===== src/hdl/lkcm_pkg.sv =====
// lkcm_pkg: shared constants, types and keyword table of the line keyword matcher
// used by the other hdl modules but lkcm_out_reg, and by tb_top; depends on nothing else
package lkcm_pkg;

  // default line length, one byte less than this is held
  localparam int MaxLenDefault = 32;

  // special bytes
  localparam logic [7:0] ByteCr   = 8'd13;
  localparam logic [7:0] ByteLf   = 8'd10;
  localparam logic [7:0] ByteZero = 8'd0;

  // keyword table
  localparam int KwNum = 9;
  localparam int KwMax = 11;

  // command codes
  localparam logic [3:0] CodeUnknown = 4'd0;

  // keywords, right aligned in the packed word, unused upper bytes zero
  localparam logic [KwMax*8-1:0] KW_TEXT [KwNum] = '{
    (KwMax*8)'("UP"),
    (KwMax*8)'("DOWN"),
    (KwMax*8)'("LEFT"),
    (KwMax*8)'("RIGHT"),
    (KwMax*8)'("OK"),
    (KwMax*8)'("BACK"),
    (KwMax*8)'("FUNCTION"),
    (KwMax*8)'("BACK_LONG"),
    (KwMax*8)'("GET_DISPLAY")
  };

  localparam logic [3:0] KW_LEN [KwNum] = '{
    4'd2, 4'd4, 4'd4, 4'd5, 4'd2, 4'd4, 4'd8, 4'd9, 4'd11
  };

  // registered input item with its decode
  typedef struct packed {
    logic       valid;
    logic       is_cr;
    logic       is_lf;
    logic [7:0] data;
  } step_t;

  // character pos of keyword kw, only meaningful for pos below its length
  function automatic logic [7:0] kw_char(input logic [3:0] kw, input logic [3:0] pos);
    logic [KwMax*8-1:0] text;
    logic [3:0]         sh;
    text = KW_TEXT[kw];
    sh   = KW_LEN[kw] - pos - 4'd1;
    return text[{sh, 3'b000} +: 8];
  endfunction

endpackage


===== src/hdl/lkcm_in_reg.sv =====
// lkcm_in_reg: input register of the line keyword matcher, decodes line control bytes
// depends on lkcm_pkg
module lkcm_in_reg (
  input  logic                clk_i,
  input  logic                rst_ni,
  input  logic                in_valid_i,
  output logic                in_stall_o,
  input  logic [7:0]          rx_byte_i,
  input  logic                advance_i,
  output lkcm_pkg::step_t     step_o
);

  lkcm_pkg::step_t step_q, step_d;
  logic            accept;

  // stall only while the held item cannot move on
  assign in_stall_o = step_q.valid && !advance_i;
  assign accept     = in_valid_i && !in_stall_o;

  // next contents of the input register
  always_comb begin
    step_d = step_q;
    if (accept) begin
      step_d.valid = 1'b1;
      step_d.is_cr = (rx_byte_i == lkcm_pkg::ByteCr);
      step_d.is_lf = (rx_byte_i == lkcm_pkg::ByteLf);
      step_d.data  = rx_byte_i;
    end else if (advance_i) begin
      step_d.valid = 1'b0;
    end
  end

  // input register
  always_ff @(posedge clk_i or negedge rst_ni) begin
    if (!rst_ni) begin
      step_q <= '0;
    end else begin
      step_q <= step_d;
    end
  end

  assign step_o = step_q;

endmodule


===== src/hdl/lkcm_matcher.sv =====
// lkcm_matcher: line state and per keyword match flags, gives the code of the line
// depends on lkcm_pkg
module lkcm_matcher #(
  parameter int MAX_LEN = lkcm_pkg::MaxLenDefault
) (
  input  logic            clk_i,
  input  logic            rst_ni,
  input  lkcm_pkg::step_t step_i,
  input  logic            advance_i,
  output logic [3:0]      code_o
);

  localparam int StoreDepth = MAX_LEN - 1;
  localparam int CntW       = $clog2(MAX_LEN);

  logic [CntW-1:0]           fill_q, fill_d;
  logic [CntW-1:0]           text_len_q, text_len_d;
  logic                      zero_seen_q, zero_seen_d;
  logic [lkcm_pkg::KwNum-1:0] match_q, match_d;
  logic                      full;

  assign full = (fill_q == CntW'(StoreDepth));

  // state update for one byte
  always_comb begin
    fill_d      = fill_q;
    text_len_d  = text_len_q;
    zero_seen_d = zero_seen_q;
    match_d     = match_q;
    if (advance_i && !step_i.is_cr) begin
      if (step_i.is_lf || full) begin
        // line end or overflow: start an empty line
        fill_d      = '0;
        text_len_d  = '0;
        zero_seen_d = 1'b0;
        match_d     = '1;
      end else begin
        fill_d = fill_q + CntW'(1);
        if (!zero_seen_q) begin
          if (step_i.data == lkcm_pkg::ByteZero) begin
            // text ends at the first zero byte
            zero_seen_d = 1'b1;
          end else begin
            text_len_d = text_len_q + CntW'(1);
            for (int k = 0; k < lkcm_pkg::KwNum; k++) begin
              match_d[k] = match_q[k] && (fill_q < CntW'(lkcm_pkg::KW_LEN[k])) &&
                           (lkcm_pkg::kw_char(4'(k), fill_q[3:0]) == step_i.data);
            end
          end
        end
      end
    end
  end

  // code of the current line, first keyword wins
  always_comb begin
    code_o = lkcm_pkg::CodeUnknown;
    for (int k = lkcm_pkg::KwNum - 1; k >= 0; k--) begin
      if (match_q[k] && (text_len_q == CntW'(lkcm_pkg::KW_LEN[k]))) begin
        code_o = 4'(k + 1);
      end
    end
  end

  // line state
  always_ff @(posedge clk_i or negedge rst_ni) begin
    if (!rst_ni) begin
      fill_q      <= '0;
      text_len_q  <= '0;
      zero_seen_q <= 1'b0;
      match_q     <= '1;
    end else begin
      fill_q      <= fill_d;
      text_len_q  <= text_len_d;
      zero_seen_q <= zero_seen_d;
      match_q     <= match_d;
    end
  end

endmodule


===== src/hdl/lkcm_out_reg.sv =====
// lkcm_out_reg: result register of the line keyword matcher, holds a code until taken
// depends on nothing else
module lkcm_out_reg (
  input  logic       clk_i,
  input  logic       rst_ni,
  input  logic       load_i,
  input  logic [3:0] code_i,
  output logic       out_valid_o,
  input  logic       out_stall_i,
  output logic [3:0] command_code_o
);

  logic       valid_q, valid_d;
  logic [3:0] code_q;

  // load wins, otherwise drop the item once taken
  always_comb begin
    valid_d = valid_q;
    if (load_i) begin
      valid_d = 1'b1;
    end else if (!out_stall_i) begin
      valid_d = 1'b0;
    end
  end

  always_ff @(posedge clk_i or negedge rst_ni) begin
    if (!rst_ni) begin
      valid_q <= 1'b0;
    end else begin
      valid_q <= valid_d;
    end
  end

  always_ff @(posedge clk_i) begin
    if (load_i) begin
      code_q <= code_i;
    end
  end

  assign out_valid_o    = valid_q;
  assign command_code_o = code_q;

endmodule


===== src/hdl/line_keyword_command_matcher_unit.sv =====
// line_keyword_command_matcher_unit: top level of the line keyword matcher
// depends on lkcm_pkg, lkcm_in_reg, lkcm_matcher and lkcm_out_reg

// Takes one received byte per cycle while not stalled. Carriage returns are
// ignored, other bytes build a line of up to MAX_LEN-1 bytes, an overflowing
// byte clears the line, and a line feed gives one command code (0 unknown or
// empty, 1 to 9 for the keywords UP, DOWN, LEFT, RIGHT, OK, BACK, FUNCTION,
// BACK_LONG, GET_DISPLAY). The line text is not stored: each byte updates one
// match flag per keyword in the same cycle, so a byte is taken every cycle
// while not stalled, and a line feed is held in the input register and its
// code in the result register. A line feed waits in the input register only
// while the previous code is still held and stalled in the result register.
module line_keyword_command_matcher_unit #(
  parameter int MAX_LEN = lkcm_pkg::MaxLenDefault
) (
  input  logic       clk_i,
  input  logic       rst_ni,
  input  logic       in_valid_i,
  output logic       in_stall_o,
  input  logic [7:0] rx_byte_i,
  output logic       out_valid_o,
  input  logic       out_stall_i,
  output logic [3:0] command_code_o
);

  lkcm_pkg::step_t step;
  logic            advance;
  logic            load;
  logic [3:0]      code;

  // the held item moves on unless it is a line feed and the result slot is busy
  assign advance = step.valid && (!step.is_lf || !out_valid_o || !out_stall_i);
  assign load    = advance && step.is_lf;

  lkcm_in_reg u_in_reg (
    .clk_i      (clk_i),
    .rst_ni     (rst_ni),
    .in_valid_i (in_valid_i),
    .in_stall_o (in_stall_o),
    .rx_byte_i  (rx_byte_i),
    .advance_i  (advance),
    .step_o     (step)
  );

  lkcm_matcher #(
    .MAX_LEN (MAX_LEN)
  ) u_matcher (
    .clk_i     (clk_i),
    .rst_ni    (rst_ni),
    .step_i    (step),
    .advance_i (advance),
    .code_o    (code)
  );

  lkcm_out_reg u_out_reg (
    .clk_i          (clk_i),
    .rst_ni         (rst_ni),
    .load_i         (load),
    .code_i         (code),
    .out_valid_o    (out_valid_o),
    .out_stall_i    (out_stall_i),
    .command_code_o (command_code_o)
  );

  // input stalls only while an item is held
  assert property (@(posedge clk_i) disable iff (!rst_ni) in_stall_o |-> step.valid)
    else $error("input stalled with no item held");

  // a new code comes only from a line feed that moved on
  assert property (@(posedge clk_i) disable iff (!rst_ni)
    $rose(out_valid_o) |-> $past(advance && step.is_lf))
    else $error("result item without a line feed");

  // a held line feed waits while the previous code is stalled
  assert property (@(posedge clk_i) disable iff (!rst_ni)
    (step.valid && step.is_lf && out_valid_o && out_stall_i) |-> !advance)
    else $error("line feed overwrote a pending code");

  // codes stay within the keyword range
  assert property (@(posedge clk_i) disable iff (!rst_ni)
    out_valid_o |-> (command_code_o <= 4'(lkcm_pkg::KwNum)))
    else $error("command code out of range");

endmodule


===== config.mk =====
export PLATFORM = sky130hd
export DESIGN_NAME = line_keyword_command_matcher_unit
export DESIGN_NICKNAME = d
export VERILOG_FILES = /design/src/hdl/lkcm_pkg.sv /design/src/hdl/lkcm_in_reg.sv /design/src/hdl/lkcm_matcher.sv /design/src/hdl/lkcm_out_reg.sv /design/src/hdl/line_keyword_command_matcher_unit.sv
export SDC_FILE = /design/constraint.sdc
export NUM_CORES = 1
export LEC_CHECK = 0
export BUFFER_PORTS_ARGS = -buffer_cell sky130_fd_sc_hd__buf_4
export CORE_ASPECT_RATIO = 1.5
export CORE_UTILIZATION = 31
export CTS_CLUSTER_SIZE = 20
export DETAILED_ROUTE_END_ITERATION = 8
export PLACE_DENSITY_LB_ADDON = 0.2
export SETUP_SLACK_MARGIN = 0.5
export SLEW_MARGIN = 20
export SYNTH_ARGS = -nofsm -noshare
export SYNTH_HDL_FRONTEND = slang
export SYNTH_SLANG_ARGS = --single-unit

===== constraint.sdc =====
create_clock -name clk_i -period 2.6 [get_ports clk_i]
set_input_delay 0.26 -clock clk_i [delete_from_list [all_inputs] [get_ports clk_i]]
set_output_delay 0.26 -clock clk_i [all_outputs]
set_load 0.02 [all_outputs]

==> flow_summary.json <==
{
  "outcome": "finished clean",
  "cts_buffers": 5,
  "antenna_cells": 0,
  "synth_edf_count": 4,
  "nNetsFinal": 449,
  "fmax_ghz": 0.472,
  "finalMaxSlewViolations": 0,
  "clockBufferDepth": 2,
  "io_buffers": 17,
  "r2r-end": "u_matcher.match_q[3]",
  "tritoncts": "built",
  "vdd_drop_max_uv": 427,
  "critical_path_class": "reg -> reg",
  "reg2reg_depth": 8,
  "skew_ns": 0.00825,
  "drive_gt1_share_pct": 27.8,
  "leakage_nw": 1.58,
  "gr-usage-all-layers_pct": 17.8,
  "synth_cell_types": 62,
  "cts.clk_slew.worst_paths_ns": 0.06,
  "drt-total-wl_um": 8990,
  "reg2reg_slack_ns": 0.48,
  "max_slew.worst_pin.slew_ns": 0.738,
  "multi_input_area_um2": 2190,
  "fill_cells": 1000,
  "ant_nets": 0,
  "timing.rr.start": "u_matcher.fill_q[2]",
  "place_area_um2": 3430,
  "worstPathRequired_ns": 2.83,
  "dp.final_hpwl_um": 6620,
  "yosysWarnings": 0,
  "drtPass1Iterations": 4,
  "ys_seq_elements": 36,
  "grt_max_degree": 33,
  "wl_per_cell_um": 17.0,
  "num_rows": 44,
  "ys_seq_area_share_pct": 30.1,
  "start_util_pct": 32.0,
  "remaining_drc_errors": 0,
  "period_needed_ns": 2.12,
  "end_kind": "register",
  "finalSetupTns_ns": 0,
  "setup_viol": 0,
  "clkLatencyLatePin_ns": 0.29,
  "die_h_um": 125,
  "grt_pass1_vias": 2712,
  "p_total_w": 0.00401,
  "powerDensity_nw_per_um2": 1030,
  "synthCells": 379,
  "syn-cell-area_um2": 3100,
  "cts_htree_levels": 2,
  "core_area_um2": 9690,
  "antenna_found_initial": 0,
  "fp.dieArea_um2": 10400,
  "hold_path_class": "in -> reg",
  "cp_max_fo": 4,
  "first_iter_violations": 173,
  "rsz0062_at_grt": "true",
  "relSlewSlack_pct": 50.4,
  "finalHoldViolations": 0,
  "regArea_um2": 936,
  "die_w_um": 83.7,
  "clockRootBuffer": "clkbuf_16",
  "gp_congestion": 0.832,
  "ios": 18,
  "avgSynthCellArea_um2": 8.18,
  "min_from": "in_valid_i",
  "vias_per_cell": 5.44,
  "ys_dominant_reg_cell": "dfrtp_1",
  "clock-sinks": 36,
  "finalInstanceArea_um2": 3900,
  "grt_pass1_wl_um": 14500,
  "synth_fp_nets": 415,
  "synthArstFlopShare_pct": 88.9,
  "cp-start-kind": "register",
  "fin_crit_sh_pct": 81.5,
  "crit_start": "u_matcher.fill_q[2]",
  "grt_overflow_total": 0,
  "syn2layout_area_growth_pct": 25.8,
  "endpoint": "u_matcher.match_q[3]",
  "worstPathArrival_ns": 2.35,
  "vias": 2878,
  "drv_cap": 0
}
cell usage in the layout (no fill, tap or decap), drive strengths merged, types with 11 or more instances in the layout:
cell / n
buf: 48
nand2: 46
o21ai: 35
nor2: 32
ha: 24
dfrtp: 23
xnor2: 22
a21oi: 20
inv: 16
nor3: 11
sequential cells by signal, indices dropped and copies added (netlist names):
| register | cells |
|---|---|
| u_matcher.zero_seen_q | 1 |
| u_matcher.text_len_q | 5 |
| u_matcher.match_q | 9 |
| u_in_reg.step_o | 11 |
| u_out_reg.out_valid_o | 1 |
| u_out_reg.command_code_o | 4 |
| u_matcher.fill_q | 5 |
layer usage:
layer / up-vias / wire [um] / share of wire, % / GRT usage, %
met3: 23 / 287 / 3.2 / 2.19
met2: 71 / 4620 / 51 / 31.9
met5: - / 0 / 0 / 0
met4: 0 / 384 / 4.3 / 9.77
li1: 1412 / - / - / -
met1: 1372 / 3700 / 41 / 20.2
logic make-up (layout without fill, tap and decap cells):
kind of cell,after synthesis,in the layout,synth area share [%]
AOI/OAI and AO/OA,91,91,18.2
xor gates and xnor gates,30,30,9.08
adders and majority gates,24,24,9.68
buffers and inverters,38,73,4.96
DFF,36,36,30.1
muxes,12,12,4.20
and+or+nand+nor,148,148,23.9
how the worst min path moves through the flow:
stage                                  endpoint  cells after the start
after detailed placement  u_out_reg.out_valid_o                      1
after CTS                   u_in_reg.step_o[10]                      2
after global routing        u_in_reg.step_o[10]                      2
after global placement    u_out_reg.out_valid_o                      1
after floorplan              u_in_reg.step_o[0]                      0
final                       u_in_reg.step_o[10]                      2
report_power, final:
part	switching (W)	internal, W
combinational	0.00135	0.00117
clock	0.000259	0.000412
sequential	0.000150	0.000675
total	0.00176	0.00225
worst max-delay path, cell delays in order (launching register included):
cell       delay (ns)
dfrtp_2          0.46
buf_6            0.15
ha_4             0.14
nor2b_2          0.15
or3_4            0.34
and2_4           0.18
a21o_1           0.18
a2111oi_4        0.28
a221o_1          0.18
cell type report:
type | count | area share (%)
Clock buffer | 6 | 3.85
Clock inverter | 2 | 0.321
Inverter | 16 | 1.99
Multi-Input combinational cell | 305 | 56.1
Sequential cell | 36 | 24.0
Tap cell | 115 | 3.69
Timing Repair Buffer | 49 | 10.1
timing repair:
action | CTS | global route
resized for setup | 12 | 30
pin swaps | 3 | 12
hold buffers | 1 | 0
cloned | 0 | 0
setup buffers | 5 | 9
endpoints found under the setup margin | 10 | 8
hold endpoints to repair | 23 | 0
per-stage QoR:
stage | setup WS, ns | hold WS, ns | util (%) | instances
2_1_floorplan | 0.509 | -0.0356 | - | 379
3_3_place_gp | 0.351 | 0.233 | 35.4 | 506
3_5_place_dp | 0.214 | 0.235 | 35.4 | 506
4_1_cts | 0.426 | 0.166 | 38.1 | 520
5_1_grt | 0.411 | 0.177 | 40.3 | 529
6_report | 0.480 | 0.169 | 40.3 | 529
Yosys cell counts (all sizes together) (2+ instances only):
master	n	share of area, %
mux2i	4	1.3
o21ai	35	5.6
a21oi	20	3.2
and3	4	0.81
a21o	2	0.48
buf	9	1.5
nor3b	2	0.48
nor4	5	1.0
or2	2	0.40
inv	16	1.9
or3	5	1.2
dfrtp	23	19
nand2	46	5.6
edfxtp	4	3.9
nand2b	9	1.9
nand4	9	1.8
nand3	8	1.3
dfstp	9	7.6
nor3	11	1.9
a31oi	10	2.0
xnor2	22	6.8
a2111oi	3	1.0
nor2	32	3.9
and2	3	0.69
a32o	2	0.65
nor2b	6	1.2
mux2	8	2.9
o22ai	2	0.40
ha	24	9.7
xor2	8	2.3
a211oi	3	0.73
clkbuf	13	1.6
(Power assumes the default switching activity.)
